===== config.mk =====
export PLATFORM = sky130hd
export DESIGN_NAME = awsc_cell
export DESIGN_NICKNAME = d
export VERILOG_FILES = /design/src/rtl/core/awsc_pkg.sv /design/src/rtl/core/awsc_cell.sv
export SDC_FILE = /design/constraint.sdc
export NUM_CORES = 1
export LEC_CHECK = 0
export CAP_MARGIN = 15
export CORE_ASPECT_RATIO = 0.9
export CORE_MARGIN = 2
export CORE_UTILIZATION = 40
export DETAILED_ROUTE_END_ITERATION = 8
export DONT_BUFFER_PORTS = 1
export GPL_TIMING_DRIVEN = 0
export PLACE_DENSITY_LB_ADDON = 0.12
export SYNTH_ARGS = -nofsm -noshare
export SYNTH_HDL_FRONTEND = slang
export SYNTH_SLANG_ARGS = --single-unit

===== constraint.sdc =====
create_clock -name clk -period 3 [get_ports clk]
set_input_delay 0.45 -clock clk [delete_from_list [all_inputs] [get_ports clk]]
set_output_delay 0.45 -clock clk [all_outputs]
set_load 0.02 [all_outputs]

===== src/rtl/core/awsc_pkg.sv =====
`default_nettype none

package awsc_pkg;

  // default number of entries (one cell per entry)
  localparam int unsigned DEPTH_DEF = 256;

  localparam int unsigned WORD_W = 32;

  // operation codes
  localparam logic FUNC_READ  = 1'b0;
  localparam logic FUNC_STORE = 1'b1;

  // result status codes
  typedef enum logic [1:0] {
    ST_OK   = 2'd0,
    ST_MISS = 2'd1,
    ST_FULL = 2'd2
  } status_t;

  // transaction as it travels down the cell chain
  typedef struct packed {
    logic              func;
    logic [WORD_W-1:0] addr;
    logic [WORD_W-1:0] wval;
    logic              hit;
    logic [WORD_W-1:0] rdata;
  } query_t;

endpackage

`default_nettype wire


===== src/rtl/core/awsc_cell.sv =====
`default_nettype none

module awsc_cell (
  input  wire logic            clk,
  input  wire logic            rst_n,
  input  wire logic            adv,
  input  wire logic            vld_in,
  input  wire awsc_pkg::query_t q_in,
  output logic                 vld_out,
  output awsc_pkg::query_t     q_out
);
  import awsc_pkg::*;

  logic              occ_r;
  logic              occ_nxt;
  logic [WORD_W-1:0] key_r;
  logic [WORD_W-1:0] key_nxt;
  logic [WORD_W-1:0] data_r;
  logic [WORD_W-1:0] data_nxt;
  logic              vld_r;
  query_t            q_r;
  query_t            q_nxt;
  logic              match;
  logic              claim;

  // compare against the held entry, or let a store take this empty cell for a new key
  assign match = vld_in && occ_r && !q_in.hit && (key_r == q_in.addr);
  assign claim = vld_in && !occ_r && !q_in.hit && (q_in.func == FUNC_STORE);

  // entry update and transaction update
  always_comb begin
    occ_nxt  = occ_r;
    key_nxt  = key_r;
    data_nxt = data_r;
    q_nxt    = q_in;
    if (claim) begin
      occ_nxt   = 1'b1;
      key_nxt   = q_in.addr;
      data_nxt  = q_in.wval;
      q_nxt.hit = 1'b1;
    end else if (match) begin
      q_nxt.hit = 1'b1;
      if (q_in.func == FUNC_STORE) begin
        data_nxt = q_in.wval;
      end else begin
        q_nxt.rdata = data_r;
      end
    end
  end

  // control state
  always_ff @(posedge clk) begin
    if (!rst_n) begin
      occ_r <= 1'b0;
      vld_r <= 1'b0;
    end else if (adv) begin
      occ_r <= occ_nxt;
      vld_r <= vld_in;
    end
  end

  // entry and pipeline payload
  always_ff @(posedge clk) begin
    if (adv) begin
      key_r  <= key_nxt;
      data_r <= data_nxt;
      q_r    <= q_nxt;
    end
  end

  assign vld_out = vld_r;
  assign q_out   = q_r;

endmodule

`default_nettype wire


* Word level (Yosys, flattened, before mapping)
Index checks and enable logic that the tools add are counted.
** Word-level totals
- Register bits :: 164
- Input port bits :: 102
- Output and inout port bits :: 99
** Cells by class
- Eq/ne operators :: 1
- Multiplexer cells :: 6
- Reduce and logical (&&, ||, !) cells :: 13
** Operators by type and width (number)
- $mux 32 :: 6
- $eq 32x32->1 :: 1
- $logic_and 1x1->1 :: 6
- $reduce_bool 2->1 :: 2
- $reduce_and 3->1 :: 1
- $logic_not 1->1 :: 2
- $reduce_and 2->1 :: 1
- $reduce_or 2->1 :: 1

* Longest topological paths before layout
Gate-level depths: netlist of the first run.
- Depth after elaboration :: 6
- Depth in mapped cells :: 6
- Mapped depth without buffers :: 5

* Least setup slack after synthesis of the first run
Ideal clock, no wire load.
- Path kind :: input-to-reg
- From :: input port q_in[78] in the netlist's numbering
- To :: register data_r[0], enable pin
- Arrival :: 2429 ps
- Data required time :: 2613 ps
- Setup slack :: 184 ps
- Stages on the path :: 6
- Path buffers :: 1
- Path through :: xor2_1 -> nor4_1 -> nand3_1 -> nor4_4 -> buf_6 -> o211a_1
** On the way
- Word-level cells in the longest chain between the ends :: 4
** Ends and longest elaborated chain
- start: declaration :: RTL line awsc_cell.sv:8 : input wire awsc_pkg::query_t q_in,
- $eq 32x32->1 :: RTL line awsc_cell.sv:27 : assign match = vld_in && occ_r && !q_in.hit && (key_r == q_in.addr);
- $logic_and 1x1->1 :: RTL line awsc_cell.sv:27
- $reduce_bool 2->1 (no source line)
- $reduce_and 3->1 (no source line)
- end signal: assignment :: RTL line awsc_cell.sv:66 : data_r <= data_nxt;
- end: declaration :: RTL line awsc_cell.sv:18 : logic [WORD_W-1:0] data_r;
Every way passes these cells.
A chain may end at the register's enable or synchronous reset.

* Final worst setup path of the first run
- From :: register key_r[24]
- To :: register data_r[10], enable pin
** On the way
- Word-level cells in the longest chain between the ends :: 4
** Ends and longest elaborated chain
- start: declaration :: RTL line awsc_cell.sv:16 : logic [WORD_W-1:0] key_r;
- start signal: assignment :: RTL line awsc_cell.sv:65 : key_r <= key_nxt;
- $eq 32x32->1 :: RTL line awsc_cell.sv:27
- $logic_and 1x1->1 :: RTL line awsc_cell.sv:27
- $reduce_bool 2->1 (no source line)
- $reduce_and 3->1 (no source line)
Every way passes these cells.

==> results.sh, run 1 <==
export IMPL_crit_path_start_kind="flop"
export IMPL_tightest_slew_ns=0.7711
export IMPL_vias_per_cell=4.990
export IMPL_worst_skew_pair_late_latency_ns=0.42
export IMPL_gr_total_overflow=0
export IMPL_via_count=2585
export IMPL_worstPathMaxFanout=20
export IMPL_clk_pin_slew_ns=0.06
export IMPL_regArea_um2=4905
export IMPL_path_cells="xor2_1 -> nor4_1 -> nand4_1 -> nor4_4 -> buf_6 -> o211a_4 -> buf_16"
export IMPL_finalHoldWorstSlack_ns=0.1250
export IMPL_avgSynthCellArea_um2=21.34
export IMPL_syn_nets=388
export IMPL_fin_crit_ns=2.642
export IMPL_cts_sink_count=164
export IMPL_layout_commonest_cell="edfxtp_1"
export IMPL_cts_root_buffer="clkbuf_16"
export IMPL_antenna_found_initial=0
export IMPL_layout_common_cells="edfxtp_1, mux2_2, xor2_1, clkbuf_16, xnor2_1"
export IMPL_critPathBufInv=2
export IMPL_grt_pass1_wl_mm=16.48
export IMPL_drtIter0Drc=128
export IMPL_worstPathRequired_ns=3.12
export IMPL_synth_area_um2=6102
export IMPL_drive_above_1_share=0.3094
export IMPL_ys_seq_area_frac=0.8038
export IMPL_critPathKind="reg2reg"
export IMPL_ir_drop_mv=0.5044
export IMPL_critPathMaxStageDelay_ns=0.39
export IMPL_grt_pass1_vias=2728
export IMPL_fin_crit_sh=0.8807
export IMPL_num_io_pins=201
export IMPL_ys_types=21
export IMPL_nNetsFinal=409
export IMPL_start_util=0.4118
export IMPL_status="finished, final reports clean"
export IMPL_first_pass_iters=4
export IMPL_die_w_um=134.2
export IMPL_drv_slew=0
export IMPL_drv_cap=0
export IMPL_path_delay_family="simple AND/OR/NAND/NOR gates"
export IMPL_core_area_um2=14820
export IMPL_rsz0062_at_grt="no"
export IMPL_cts_buffers=17
export IMPL_crit_arrival_ns=2.76
export IMPL_p_leak_nw=2.309
export IMPL_end_kind="flop"
export IMPL_maxSlewHeadroom=0.4859
export IMPL_cts_tree="built"
export IMPL_cp_slowest_cell="nor4_4"
export IMPL_die_area_um2=16260
export IMPL_hp_class="in2reg"
export IMPL_grt_usage=0.1400
export IMPL_htreeDepth=4
export IMPL_antenna_left=0
export IMPL_timing_fmax_mhz=378.5
export IMPL_antenna_cells=0
export IMPL_synthToLayoutAreaGrowth_pct=15.21
export IMPL_wirelength_mm=11.35
export IMPL_syn_inst=286
export IMPL_fin_skew_ns=0.007509
export IMPL_numPortBuffers=0
export IMPL_setup_viol=0
export IMPL_gp_congestion=0.6557
export IMPL_power_density_nw_per_um2=752.5
export IMPL_hpwl_mm=7.450
export IMPL_die_h_um=121.2
export IMPL_finalHoldViolCount=0
export IMPL_hold_buffers=0
export IMPL_n_fill_cell=1259
export IMPL_clockBufferDepth=2
export IMPL_drc=0
export IMPL_multi_input_comb_area_um2=1157
export IMPL_post_drt_wl_per_cell_um=21.91
export IMPL_ys_ff_latch=164
export IMPL_yosys_warnings=0
export IMPL_finalPower_mw=5.290
export IMPL_rows=42
export IMPL_grt_max_degree=102
registers in the layout, indices dropped and copies added, names as in the netlist:
signal / cells
occ_r: 1
key_r: 32
vld_out: 1
data_r: 32
q_out: 98
metrics by stage:
stage	std cells	worst slack, ns	setup TNS (ns)	util	area, um^2
floorplan	286	0.1844	0	-	6102
detailed placement	485	-0.2213	-4.898	0.4304	6379
global placement	484	-0.8353	-26.65	0.4285	6350
CTS	518	0.07667	0	0.4739	7023
global route	518	0.2080	0	0.4744	7030
finish	518	0.3579	0	0.4744	7030
logic make-up (layout without fill, tap and decap cells):
| kind of cell | Yosys count | after routing | synth area share |
|---|---|---|---|
| simple gates | 16 | 16 | 0.01969 |
| xor+xnor | 32 | 32 | 0.04593 |
| buf+inv | 7 | 41 | 0.007996 |
| mux | 65 | 65 | 0.1197 |
| flops | 164 | 164 | 0.8038 |
| compound gates | 2 | 2 | 0.002871 |
final timing paths:
kind	startpoint	to	slack (ns)	depth (start not counted)
worst max-delay path	key_r[24]	data_r[10]	0.36	7
worst min-delay path	q_in[67]	q_out[67]	0.13	0
worst max register to register	key_r[24]	data_r[10]	0.36	7
worst min register to register	occ_r	occ_r	0.51	1
cell usage after synthesis:
library cell,count,area [um^2]
edfxtp_1,162,4865
mux2_2,62,698.2
xor2_1,23,201.4
xnor2_1,9,78.83
nor4_1,5,31.28
clkbuf_1,4,15.01
buf_6,3,33.78
nand4_1,3,18.77
dfxtp_1,2,40.04
mux2_1,2,22.52
and2_1,1,6.260
and4b_1,1,10.01
mux2i_1,1,10.01
nand3_1,1,5.000
nor2b_1,1,6.260
nor3_1,1,5.000
nor4_4,1,21.27
nor4bb_1,1,10.01
o211a_1,1,10.01
o21a_1,1,7.510
or3_1,1,6.260
routing by layer:
layer	track usage	vias up	share of wire
met1	0.1677	1303	0.41
met5	0	-	0
met4	0.05132	0	0.0095
li1	-	1168	-
met3	0.07310	6	0.094
met2	0.2162	108	0.49
power by group:
group	switching (mW)	total, mW	internal, mW
sequential	0.184	2.85	2.67
combinational	0.0399	0.100	0.0605
clock	0.867	2.34	1.47
total	1.09	5.29	4.20
area by class of cell:
class                   instances  area share
clock buffers                  18     0.06104
multi-input cells             115      0.1646
repair buffers                  2    0.004983
plain buffers                   7    0.006941
well taps                     198     0.03524
clock inverters                14     0.02954
flip-flops and latches        164      0.6976
what timing repair did:
item                                    in CTS  in global routing
endpoints found under the setup margin      20                  3
setup buffers                                1                  0
resized for setup                            0                  1
pin swaps                                    1                  0
worst reg2reg max path, delay by kind of cell (launching register included):
kind / cells / cell delay [ns]
flip-flops: 1 / 0.38
AND/OR/NAND/NOR: 3 / 1.04
XOR/XNOR: 1 / 0.16
AO/OA/AOI/OAI: 1 / 0.33
buffers and inverters: 2 / 0.43
Note: power is estimated with default switching activity, not from simulation.
==> run 2, diff against run 1 <==
Settings changed: CORE_MARGIN 2 to 1.
==> results.sh, run 2 (synthesis results as in run 1) <==
export IMPL_status="finished, final reports clean"
export IMPL_drive_above_1_share=0.3063
export IMPL_drtIter0Drc=134
export IMPL_hold_buffers=0
export IMPL_worstPathRequired_ns=3.12
export IMPL_post_drt_wl_per_cell_um=21.17
export IMPL_r2r_cells=7
export IMPL_finalPower_mw=4.987
export IMPL_grt_usage=0.1486
export IMPL_start_util=0.4118
export IMPL_maxSlewHeadroom=0.4801
export IMPL_vias_per_cell=4.971
export IMPL_grt_max_degree=102
export IMPL_place_inst=485
export IMPL_wirelength_mm=10.97
export IMPL_setup_viol=0
export IMPL_fin_skew_ns=0.005694
export IMPL_critPathKind="reg2reg"
export IMPL_die_h_um=119.2
export IMPL_hold_path_cell_count=0
export IMPL_antenna_found_initial=0
export IMPL_die_w_um=132.2
export IMPL_grt_pass1_vias=2793
export IMPL_n_fill_cell=1249
export IMPL_synthToLayoutAreaGrowth_pct=13.80
export IMPL_placed_area_um2=6379
export IMPL_ir_drop_mv=0.3858
export IMPL_end_kind="flop"
export IMPL_worst_skew_pair_late_latency_ns=0.42
export IMPL_first_pass_iters=4
export IMPL_core_area_um2=14820
export IMPL_hp_class="in2reg"
export IMPL_tightest_slew_ns=0.7798
export IMPL_fin_crit_sh=0.8832
export IMPL_clockBufferDepth=2
export IMPL_crit_path_start_kind="flop"
export IMPL_finalHoldViolCount=0
export IMPL_die_area_um2=15750
export IMPL_fin_crit_ns=2.649
export IMPL_cts_resized=0
export IMPL_antenna_cells=0
export IMPL_final_cells=518
export IMPL_fin_area_um2=6944
export IMPL_cts_root_buffer="clkbuf_16"
export IMPL_cts_buffers=17
export IMPL_rows=42
export IMPL_hpwl_mm=7.176
export IMPL_clk_pin_slew_ns=0.06
export IMPL_layout_common_cells="edfxtp_1, mux2_2, xor2_1, clkbuf_16, xnor2_1"
export IMPL_power_density_nw_per_um2=718.2
export IMPL_largest_reg_flops=98
export IMPL_grt_pass1_wl_mm=16.82
export IMPL_setup_slack_ns=0.3505
export IMPL_cts_sink_count=164
export IMPL_timing_fmax_mhz=377.4
export IMPL_worstPathMaxFanout=19
export IMPL_gr_total_overflow=0
export IMPL_numPortBuffers=0
export IMPL_layout_commonest_cell="edfxtp_1"
export IMPL_gp_congestion=0.6656
export IMPL_rsz0062_at_grt="no"
export IMPL_p_leak_nw=2.267
export IMPL_post_place_ws_ns=-0.2180
export IMPL_via_count=2575
export IMPL_drc=0
export IMPL_cts_tree="built"
export IMPL_drv_slew=0
export IMPL_drv_cap=0
export IMPL_antenna_left=0
export IMPL_nNetsFinal=409
export IMPL_num_io_pins=201
export IMPL_cts_setup_buffers=1
export IMPL_crit_arrival_ns=2.77
export IMPL_htreeDepth=4
## run 2: changes by cell type in the layout (fill, tap and decap cells not counted)
cell / delta
clkinv_2: +1
o211a_4: -1
bufinv_16: -4
clkinv_4: +1
o211a_2: +1
clkbuf_1: +3
clkbuf_8: +3
inv_6: -2
clkinv_1: -2
## run 2: metal layers
metal	global-route usage	share of wire	up-vias
met5	0	0	-
met4	0.07328	0.015	0
met3	0.06811	0.088	12
met2	0.2278	0.50	117
met1	0.1771	0.40	1281
li1	-	-	1165
## run 2: final cells by class
class                           count  area, um^2  share of cell area
Sequential cell                   164        4905              0.7063
Clock inverter                      8       76.32             0.01099
Multi-Input combinational cell    115        1150              0.1656
Buffer                              7       48.80            0.007027
Tap cell                          198       247.7             0.03568
Clock buffer                       24       481.7             0.06937
Timing Repair Buffer                2       35.03            0.005045
## run 2: where the power goes
| part | internal (mW) | total [mW] | switching, mW |
|---|---|---|---|
| Sequential | 2.67 | 2.85 | 0.183 |
| Combinational | 0.0603 | 0.0999 | 0.0396 |
| Clock | 1.20 | 2.04 | 0.833 |
## run 2: critical path: stages, from the launching register on
cell and delay [ns]:
edfxtp_1 0.38, xor2_1 0.15, nor4_1 0.32, nand3_1 0.23, nor4_4 0.32, buf_6 0.21
o211a_2 0.51, buf_16 0.22
## run 2: path summary, 6_finish.rpt
| check | from | to | slack (ns) |
|---|---|---|---|
| setup / recovery | key_r[13] | data_r[2] | 0.35 |
| hold / removal | q_in[81] | q_out[81] | 0.12 |
| setup reg to reg | key_r[13] | data_r[2] | 0.35 |
| hold reg to reg | occ_r | occ_r | 0.50 |
## run 2: metrics by stage
step	TNS, ns	hold WS [ns]	utilization
global placement	-24.83	0.4687	0.4285
floorplan	0	0.4561	-
global route	0	0.09510	0.4686
detailed placement	-4.702	0.4935	0.4304
finish	0	0.1246	0.4686
CTS	0	0.1020	0.4686
